### src/hdl/lsbr_pkg.sv
// Types and constants of the display shadow-buffer refresh block.
package lsbr_pkg;

    localparam int NUM_LINES_DEF   = 2;
    localparam int NUM_COLUMNS_DEF = 20;

    localparam int LINE_W = 1;
    localparam int COL_W  = 6;
    localparam int CODE_W = 8;
    localparam int NIB_W  = 4;

    localparam logic KIND_WRITE = 1'b0;
    localparam logic KIND_TICK  = 1'b1;

    localparam logic RS_COMMAND = 1'b0;
    localparam logic RS_DATA    = 1'b1;

    localparam logic SET_ADDR_BIT = 1'b1;

    typedef enum logic [1:0] {
        ST_IDLE,
        ST_SCAN,
        ST_EMIT
    } state_t;

    typedef enum logic [1:0] {
        NIB_CMD_HI,
        NIB_CMD_LO,
        NIB_DATA_HI,
        NIB_DATA_LO
    } nib_sel_t;

endpackage

### src/hdl/lcd_shadow_buffer_refresh.sv
// Shadow buffer of character codes with a scanning refresher for a 4-bit display bus.
// A write transfer leaves busy low.
// A tick reads the buffer memory once per cycle into a registered read stage: it scans all
// positions, starting after the last one shown, then shows 4 nibbles if a position was pending.
// Results cannot be stalled; the next transfer is taken only once busy is low again after a tick.
// Reset clears the per-position valid bits and the scan position at once; no clearing pass.
module lcd_shadow_buffer_refresh #(
    parameter int NUM_LINES   = lsbr_pkg::NUM_LINES_DEF,
    parameter int NUM_COLUMNS = lsbr_pkg::NUM_COLUMNS_DEF
) (
    input  logic                       clk,
    input  logic                       rst_n,
    input  logic                       start,
    output logic                       busy,
    input  logic                       kind,
    input  logic [lsbr_pkg::LINE_W-1:0] line,
    input  logic [lsbr_pkg::COL_W-1:0]  column,
    input  logic [lsbr_pkg::CODE_W-1:0] char_code,
    output logic                       strobe,
    output logic [lsbr_pkg::NIB_W-1:0]  nibble,
    output logic                       register_select,
    output logic                       last
);

    localparam int CELLS = NUM_LINES * NUM_COLUMNS;
    localparam int IDX_W = (CELLS > 1) ? $clog2(CELLS) : 1;
    localparam int CNT_W = $clog2(CELLS + 1);

    lsbr_pkg::state_t state_reg, state_next;

    logic [lsbr_pkg::CODE_W-1:0] mem [CELLS];
    logic [CELLS-1:0]            valid_reg;
    logic [lsbr_pkg::CODE_W-1:0] rd_data_reg;
    logic                        rd_vld_reg;

    logic [IDX_W-1:0]            scan_idx_reg, scan_idx_next;
    logic [lsbr_pkg::LINE_W-1:0] scan_ln_reg, scan_ln_next;
    logic [lsbr_pkg::COL_W-1:0]  scan_col_reg, scan_col_next;

    logic [IDX_W-1:0]            iss_idx_reg, iss_idx_next;
    logic [lsbr_pkg::LINE_W-1:0] iss_ln_reg, iss_ln_next;
    logic [lsbr_pkg::COL_W-1:0]  iss_col_reg, iss_col_next;
    logic [CNT_W-1:0]            iss_cnt_reg, iss_cnt_next;

    logic                        chk_valid_reg, chk_valid_next;
    logic                        chk_last_reg;
    logic [IDX_W-1:0]            chk_idx_reg;
    logic [lsbr_pkg::LINE_W-1:0] chk_ln_reg;
    logic [lsbr_pkg::COL_W-1:0]  chk_col_reg;

    logic [lsbr_pkg::LINE_W-1:0] out_ln_reg;
    logic [lsbr_pkg::COL_W-1:0]  out_col_reg;
    logic [lsbr_pkg::CODE_W-1:0] out_data_reg;
    lsbr_pkg::nib_sel_t          nib_sel_reg, nib_sel_next;

    logic [IDX_W-1:0]            base_idx, step_idx;
    logic [lsbr_pkg::LINE_W-1:0] base_ln, step_ln;
    logic [lsbr_pkg::COL_W-1:0]  base_col, step_col;

    logic                        accept_write, accept_tick;
    logic                        write_in_range;
    logic [IDX_W-1:0]            write_addr;
    logic                        issue_en;
    logic [lsbr_pkg::CODE_W-1:0] chk_code;
    logic                        found, exhausted;
    logic                        wr_en;
    logic [IDX_W-1:0]            wr_addr;
    logic [lsbr_pkg::CODE_W-1:0] wr_data;
    logic [lsbr_pkg::CODE_W-1:0] cmd_byte;

    assign busy         = (state_reg != lsbr_pkg::ST_IDLE);
    assign accept_write = start && !busy && (kind == lsbr_pkg::KIND_WRITE);
    assign accept_tick  = start && !busy && (kind == lsbr_pkg::KIND_TICK);

    assign write_in_range = (32'(line) < NUM_LINES) && (32'(column) < NUM_COLUMNS);
    assign write_addr     = IDX_W'(32'(line) * NUM_COLUMNS + 32'(column));

    assign chk_code  = rd_vld_reg ? rd_data_reg : '0;
    assign found     = (state_reg == lsbr_pkg::ST_SCAN) && chk_valid_reg && (chk_code != '0);
    assign exhausted = (state_reg == lsbr_pkg::ST_SCAN) && chk_valid_reg && chk_last_reg
                       && !found;
    assign issue_en  = (state_reg == lsbr_pkg::ST_SCAN) && (iss_cnt_reg != CNT_W'(CELLS))
                       && !found && !exhausted;

    always_comb
    begin
        if (state_reg == lsbr_pkg::ST_IDLE)
        begin
            base_idx = scan_idx_reg;
            base_ln  = scan_ln_reg;
            base_col = scan_col_reg;
        end
        else
        begin
            base_idx = iss_idx_reg;
            base_ln  = iss_ln_reg;
            base_col = iss_col_reg;
        end
        step_idx = (base_idx == IDX_W'(CELLS - 1)) ? '0 : base_idx + 1'b1;
        step_ln  = base_ln;
        step_col = base_col + 1'b1;
        if (base_col == lsbr_pkg::COL_W'(NUM_COLUMNS - 1))
        begin
            step_col = '0;
            step_ln  = (base_ln == lsbr_pkg::LINE_W'(NUM_LINES - 1)) ? '0 : base_ln + 1'b1;
        end
    end

    always_comb
    begin
        iss_idx_next   = iss_idx_reg;
        iss_ln_next    = iss_ln_reg;
        iss_col_next   = iss_col_reg;
        iss_cnt_next   = iss_cnt_reg;
        chk_valid_next = issue_en;
        if (accept_tick || issue_en)
        begin
            iss_idx_next = step_idx;
            iss_ln_next  = step_ln;
            iss_col_next = step_col;
            iss_cnt_next = accept_tick ? '0 : iss_cnt_reg + 1'b1;
        end
    end

    always_comb
    begin
        scan_idx_next = scan_idx_reg;
        scan_ln_next  = scan_ln_reg;
        scan_col_next = scan_col_reg;
        if (found)
        begin
            scan_idx_next = chk_idx_reg;
            scan_ln_next  = chk_ln_reg;
            scan_col_next = chk_col_reg;
        end
    end

    always_comb
    begin
        wr_en   = 1'b0;
        wr_addr = write_addr;
        wr_data = char_code;
        if (found)
        begin
            wr_en   = 1'b1;
            wr_addr = chk_idx_reg;
            wr_data = '0;
        end
        else if (accept_write && write_in_range)
        begin
            wr_en = 1'b1;
        end
    end

    always_comb
    begin
        state_next   = state_reg;
        nib_sel_next = nib_sel_reg;
        unique case (state_reg)
            lsbr_pkg::ST_IDLE:
            begin
                if (accept_tick)
                begin
                    state_next = lsbr_pkg::ST_SCAN;
                end
            end
            lsbr_pkg::ST_SCAN:
            begin
                if (found)
                begin
                    state_next   = lsbr_pkg::ST_EMIT;
                    nib_sel_next = lsbr_pkg::NIB_CMD_HI;
                end
                else if (exhausted)
                begin
                    state_next = lsbr_pkg::ST_IDLE;
                end
            end
            lsbr_pkg::ST_EMIT:
            begin
                unique case (nib_sel_reg)
                    lsbr_pkg::NIB_CMD_HI:  nib_sel_next = lsbr_pkg::NIB_CMD_LO;
                    lsbr_pkg::NIB_CMD_LO:  nib_sel_next = lsbr_pkg::NIB_DATA_HI;
                    lsbr_pkg::NIB_DATA_HI: nib_sel_next = lsbr_pkg::NIB_DATA_LO;
                    lsbr_pkg::NIB_DATA_LO: state_next   = lsbr_pkg::ST_IDLE;
                    default:               state_next   = lsbr_pkg::ST_IDLE;
                endcase
            end
            default:
            begin
                state_next = lsbr_pkg::ST_IDLE;
            end
        endcase
    end

    assign cmd_byte = {lsbr_pkg::SET_ADDR_BIT, out_ln_reg, out_col_reg};

    always_comb
    begin
        strobe          = (state_reg == lsbr_pkg::ST_EMIT);
        nibble          = cmd_byte[7:4];
        register_select = lsbr_pkg::RS_COMMAND;
        last            = 1'b0;
        case (nib_sel_reg)
            lsbr_pkg::NIB_CMD_HI:
            begin
                nibble = cmd_byte[7:4];
            end
            lsbr_pkg::NIB_CMD_LO:
            begin
                nibble = cmd_byte[3:0];
            end
            lsbr_pkg::NIB_DATA_HI:
            begin
                nibble          = out_data_reg[7:4];
                register_select = lsbr_pkg::RS_DATA;
            end
            lsbr_pkg::NIB_DATA_LO:
            begin
                nibble          = out_data_reg[3:0];
                register_select = lsbr_pkg::RS_DATA;
                last            = strobe;
            end
            default:
            begin
                nibble = cmd_byte[7:4];
            end
        endcase
    end

    always_ff @(posedge clk)
    begin
        if (wr_en)
        begin
            mem[wr_addr] <= wr_data;
        end
        if (issue_en)
        begin
            rd_data_reg <= mem[iss_idx_reg];
            rd_vld_reg  <= valid_reg[iss_idx_reg];
        end
    end

    always_ff @(posedge clk or negedge rst_n)
    begin
        if (!rst_n)
        begin
            valid_reg <= '0;
        end
        else if (wr_en)
        begin
            valid_reg[wr_addr] <= 1'b1;
        end
    end

    always_ff @(posedge clk or negedge rst_n)
    begin
        if (!rst_n)
        begin
            state_reg     <= lsbr_pkg::ST_IDLE;
            nib_sel_reg   <= lsbr_pkg::NIB_CMD_HI;
            chk_valid_reg <= 1'b0;
            scan_idx_reg  <= '0;
            scan_ln_reg   <= '0;
            scan_col_reg  <= '0;
            iss_cnt_reg   <= '0;
        end
        else
        begin
            state_reg     <= state_next;
            nib_sel_reg   <= nib_sel_next;
            chk_valid_reg <= chk_valid_next;
            scan_idx_reg  <= scan_idx_next;
            scan_ln_reg   <= scan_ln_next;
            scan_col_reg  <= scan_col_next;
            iss_cnt_reg   <= iss_cnt_next;
        end
    end

    always_ff @(posedge clk)
    begin
        iss_idx_reg <= iss_idx_next;
        iss_ln_reg  <= iss_ln_next;
        iss_col_reg <= iss_col_next;
        if (issue_en)
        begin
            chk_last_reg <= (iss_cnt_reg == CNT_W'(CELLS - 1));
            chk_idx_reg  <= iss_idx_reg;
            chk_ln_reg   <= iss_ln_reg;
            chk_col_reg  <= iss_col_reg;
        end
        if (found)
        begin
            out_ln_reg   <= chk_ln_reg;
            out_col_reg  <= chk_col_reg;
            out_data_reg <= chk_code;
        end
    end

endmodule

### config.mk
export PLATFORM = sky130hd
export DESIGN_NAME = lcd_shadow_buffer_refresh
export DESIGN_NICKNAME = d
export VERILOG_FILES = /design/src/hdl/lsbr_pkg.sv /design/src/hdl/lcd_shadow_buffer_refresh.sv
export SDC_FILE = /design/constraint.sdc
export NUM_CORES = 1
export LEC_CHECK = 0
export BUFFER_PORTS_ARGS = -buffer_cell sky130_fd_sc_hd__buf_2
export CORE_MARGIN = 2
export CORE_UTILIZATION = 56
export DETAILED_ROUTE_END_ITERATION = 10
export GPL_ROUTABILITY_DRIVEN = 0
export PLACE_DENSITY_LB_ADDON = 0.12
export SLEW_MARGIN = 20
export SYNTH_ARGS = -nofsm -noshare
export SYNTH_HDL_FRONTEND = slang
export SYNTH_SLANG_ARGS = --single-unit
### constraint.sdc
create_clock -name clk -period 2.7 [get_ports clk]
set_clock_uncertainty 0.05 [all_clocks]
set_input_delay 0.135 -clock clk [delete_from_list [all_inputs] [get_ports clk]]
set_output_delay 0.135 -clock clk [all_outputs]
set_load 0.01 [all_outputs]
==> results.txt <==
- Status: completed
- Summing every instance area after synthesis gives approximately 0.018 mm².
- Utilization after layout: ~66%
* Flip-flop cell with the highest count after synthesis: sky130_fd_sc_hd__edfxtp_1
- Fill cell total of the finished layout: between 2000 and 2500
* Total global-route track usage: 24.9%
- The number of nets handed over by synthesis was a little over 1000.
- Design Area, Final: about 0.021 mm²
- Top fanout value on the critical path: 12
- Arrival @ worst endpoint: approximately 2800 ps
- Counting along the longest clock path gives a buffer depth of 3.
* Number of clock sinks: ~440
- The total overflow left after global routing is 0.
- Type of the tightest min-delay check: in2reg
- The critical path runs through a total of 6 cells.
- The floorplan has 65 rows.
- Path type of the worst setup path: reg2reg
* Die width: ~180 µm
* DRC: 0
* Cell Pwr Density: approximately 1000 mW/mm²
- Counting both buffers and inverters, the worst setup path holds a total of 2.
* HPWL Detailed: approximately 26000 µm
- Once detail routing completed, the nets flagged for antenna violations numbered 0.
- The core region is 0.0315 mm².
- Cell with the largest stage delay on the worst path: sky130_fd_sc_hd__or4_4
* End of the worst register-to-register path: mem[2][1]
- The first routing iteration left between 1000 and 1500 violations.
- In the final design database the tool counted around 1200 nets.
* Slew at the pin closest to its max-slew limit: between 900 and 1000 ps
* Part of the Yosys area used for sequential elements: 71.4%
* Synthesized instance count: 1000
* WHS Endpoint: iss_cnt_reg[0]
- Worst Reg2Reg Path Length in Cells: 6
* Placed instance area: 0.0191 mm²
- Routed vias: ~9700
* Minimum setup slack in the final design: 66.9 ps
- From synthesis to final layout, the design area changed by 16.0%.
- Number of hold violations in the final report: 0
* Final critical path time including I/O delays and setup: roughly 2600 ps
* Start of the worst register-to-register path: rd_data_reg[5]
- Vias per inst: slightly above 6
- Number of search-and-repair iterations in the first detailed-routing pass: 5
* Largest stage delay on the critical path: 580 ps
- Max IR drop VDD: between 0.6 and 0.7 mV
- In this run, placement finished with an instance count of approximately 1500.
- The register with the most flip-flops in the layout has 320 of them.
- The die is 182 µm tall.
- Post-CTS Setup Inserts: 0
* Final non-filler cell total: between 1500 and 2000
- Cell chain of the critical path: or4_4 > o21ai_4 > inv_2 > or3_4 > o22ai_1 > buf_4
- Worst setup slack after placement: 39.7 ps
* Root buffer cell: sky130_fd_sc_hd__clkbuf_16
- Number of synthesized flops with an enable pin: between 300 and 400
- Avg Inst Size Synth: approximately 18 µm²
- After layout, the worst path uses a little over nine tenths of the clock period.
- The number of different library cells used by synthesis comes to 59.
- In this run the most critical hold path is launched from kind.
- Maximum number of pins on one net before global-route repair: 65
* Starting utilization of the core area: 56.7%
- Yosys printed 0 warnings.
- After synthesis, the largest area contributor takes up approximately 62% of total cell area.
- Static leakage power: 6.94 nW
* Number of CTS-inserted buffers: 44
- Share of cells above drive strength 1: ~29%
- Number of synthesized register bits: roughly 440
- Die area: between 0.03 and 0.04 mm²
- The number of global-route vias before repair was around 9600.
- The biggest area contributor in the post-synthesis netlist is sky130_fd_sc_hd__edfxtp_1.
* Total wire length: about 40000 µm
- Cell family with most CP delay: simple AND/OR/NAND/NOR gates
- Along the worst hold path, the cell count comes to 3.
- The max-slew violation count came to 0.
* Setup Viol. Count Final: 0
- TritonCTS built the clock tree.
- Relative max-transition margin: approximately a third
* IO Pins: 27
- For this run, the top clock speed supported by timing is around 0.38 GHz.
- RSZ-0062 raised after global routing: no
- Insertion delay to the later sink of the worst-skew pair: 550 ps
- After synthesis, the share of flip-flops with an asynchronous set or reset is between 10 and 15%.
* Total number of H-tree levels: 2
- Worst Setup End Kind: flop
* Crit path launch type: flop
- The repair_antennas step left the layout with diodes totalling 0.
- After detailed routing, the average wire length per cell comes to 25.8 µm.
- The number of antenna violations at the first check in global routing was 2.
- Clock edge transition at the registers on the reported setup and hold paths: approximately 60 ps
- Port buffering added 26 buffers.
- Worst EP required: 2890 ps
- Slack of the worst reg-to-reg path: 70 ps
- After synthesis, the cell types taking the most area are sky130_fd_sc_hd__edfxtp_1 (62%), sky130_fd_sc_hd__mux4_2 (11%), sky130_fd_sc_hd__dfrtp_1 (9.0%), sky130_fd_sc_hd__o22ai_1 (2.2%), sky130_fd_sc_hd__mux2_2 (1.8%).
- The first global-routing pass estimated slightly above 60000 µm of wire.
* Max-cap violation count: 0
[placed cells by master, fill, tap and decap left out, drive strengths merged, types with 3 or more instances in the layout]
master / netlist / final
o21ai: 16 / 16
nand2b: 9 / 9
buf: 25 / 121
nand3b: 8 / 8
inv: 14 / 17
edfxtp: 371 / 371
xor2: 4 / 4
dlygate4sd3: 0 / 3
a22oi: 4 / 4
clkinv: 1 / 11
mux2i: 17 / 17
o22ai: 62 / 62
clkinvlp: 0 / 4
a222oi: 3 / 3
ha: 16 / 16
nand4: 7 / 7
and3: 4 / 4
nor2: 26 / 26
nand3: 15 / 15
xnor2: 8 / 8
a31oi: 4 / 4
clkbuf: 20 / 59
nand2: 42 / 42
a21oi: 7 / 7
mux2: 28 / 28
o211ai: 6 / 6
nor2b: 12 / 12
or2: 39 / 39
or3: 11 / 11
or4: 7 / 7
a211oi: 9 / 9
mux4: 85 / 85
nand4b: 5 / 5
bufinv: 0 / 6
dfrtp: 64 / 64
nor4: 7 / 7
and2: 19 / 19
[worst reg2reg max path, delay by kind of cell, from the launching register on]
| family | cells | cell delay, ps |
|---|---|---|
| flip-flops | 1 | 400 |
| AO/OA/AOI/OAI | 2 | 460 |
| buffers and inverters | 2 | 400 |
| AND/OR/NAND/NOR | 2 | 1020 |
[metrics by stage]
step / TNS (ps) / power (mW) / hold slack [ps]
3_5_place_dp: 0 / 15.4 / 292
5_1_grt: 0 / 22.5 / 67.1
3_3_place_gp: 0 / 15.3 / 300
6_report: 0 / 21.5 / 30.1
4_1_cts: 0 / 21.6 / 14.3
2_1_floorplan: -25.0 / 13.0 / -211
[power by group]
group | leakage, nW | internal [mW] | switching (mW)
Combinational | 2.19 | 2.83 | 3.64
Sequential | 4.03 | 8.32 | 0.488
Clock | 0.726 | 3.73 | 2.51
[kinds of logic (layout without fill, tap and decap cells)]
family	after synthesis	count (layout)	share of synthesized area, %
flops	435	435	71.4
simple gates	220	220	7.09
mux	130	130	13.5
compound gates	127	127	4.78
buf+inv	60	221	1.53
fa+ha+maj	16	16	1.12
xor+xnor	12	12	0.589
[layout make-up]
type / count / area (µm²) / area share [%]
repair buffers: 124 / 1040 / 5.02
flip-flops and latches: 435 / 12700 / 61.6
well taps: 402 / 503 / 2.43
clock inverters: 23 / 307 / 1.48
inverters: 15 / 56.3 / 0.272
clock buffers: 59 / 1200 / 5.78
multi-input cells: 505 / 4860 / 23.5
[layer usage]
metal  wire length (µm)  vias up  global-route usage [%]
met4               1150        0                    8.10
met1              18000     4997                    38.0
met3               3070       83                    4.89
li1                   -     4291                       -
met5                  0        -                       0
met2              18100      376                    36.8
[how the worst max path moves through the flow]
stage            endpoint  slack [ps]            from
6_report        mem[2][1]          70  rd_data_reg[5]
5_1_grt         mem[8][0]           2  rd_data_reg[5]
4_1_cts        mem[12][6]          30  rd_data_reg[5]
3_5_place_dp   mem[12][5]          40  rd_data_reg[5]
3_3_place_gp   mem[12][0]          80  rd_data_reg[5]
2_1_floorplan  mem[13][0]          -1    state_reg[1]
[Yosys cell counts (3+ instances only)]
master,instances
sky130_fd_sc_hd__nand4b_1,5
sky130_fd_sc_hd__and2_1,19
sky130_fd_sc_hd__inv_1,13
sky130_fd_sc_hd__or4_1,5
sky130_fd_sc_hd__a21oi_1,7
sky130_fd_sc_hd__nand4_1,7
sky130_fd_sc_hd__a22oi_1,4
sky130_fd_sc_hd__buf_1,6
sky130_fd_sc_hd__dfrtp_1,64
sky130_fd_sc_hd__clkbuf_1,20
sky130_fd_sc_hd__and3_1,4
sky130_fd_sc_hd__nand2_1,42
sky130_fd_sc_hd__nor4_1,7
sky130_fd_sc_hd__a222oi_1,3
sky130_fd_sc_hd__or3_4,4
sky130_fd_sc_hd__a211oi_1,9
sky130_fd_sc_hd__xor2_1,4
sky130_fd_sc_hd__o22ai_1,62
sky130_fd_sc_hd__xnor2_1,8
sky130_fd_sc_hd__nand3_1,15
sky130_fd_sc_hd__edfxtp_1,371
sky130_fd_sc_hd__buf_2,11
sky130_fd_sc_hd__nor2_1,26
sky130_fd_sc_hd__nand2b_1,9
sky130_fd_sc_hd__or2_2,11
sky130_fd_sc_hd__or2_1,28
sky130_fd_sc_hd__mux4_2,85
sky130_fd_sc_hd__mux2_2,28
sky130_fd_sc_hd__buf_4,7
sky130_fd_sc_hd__a31oi_1,4
sky130_fd_sc_hd__or3_1,7
sky130_fd_sc_hd__ha_1,16
sky130_fd_sc_hd__nand3b_1,8
sky130_fd_sc_hd__o211ai_1,6
sky130_fd_sc_hd__mux2i_1,17
sky130_fd_sc_hd__nor2b_1,12
sky130_fd_sc_hd__o21ai_0,14
[timing repair]
item,CTS,global route
gates resized for setup,0,4
hold endpoints to repair,65,0
hold buffers,3,0
endpoints found under the setup margin,0,64
No activity file was read; power rests on OpenSTA's default activity.
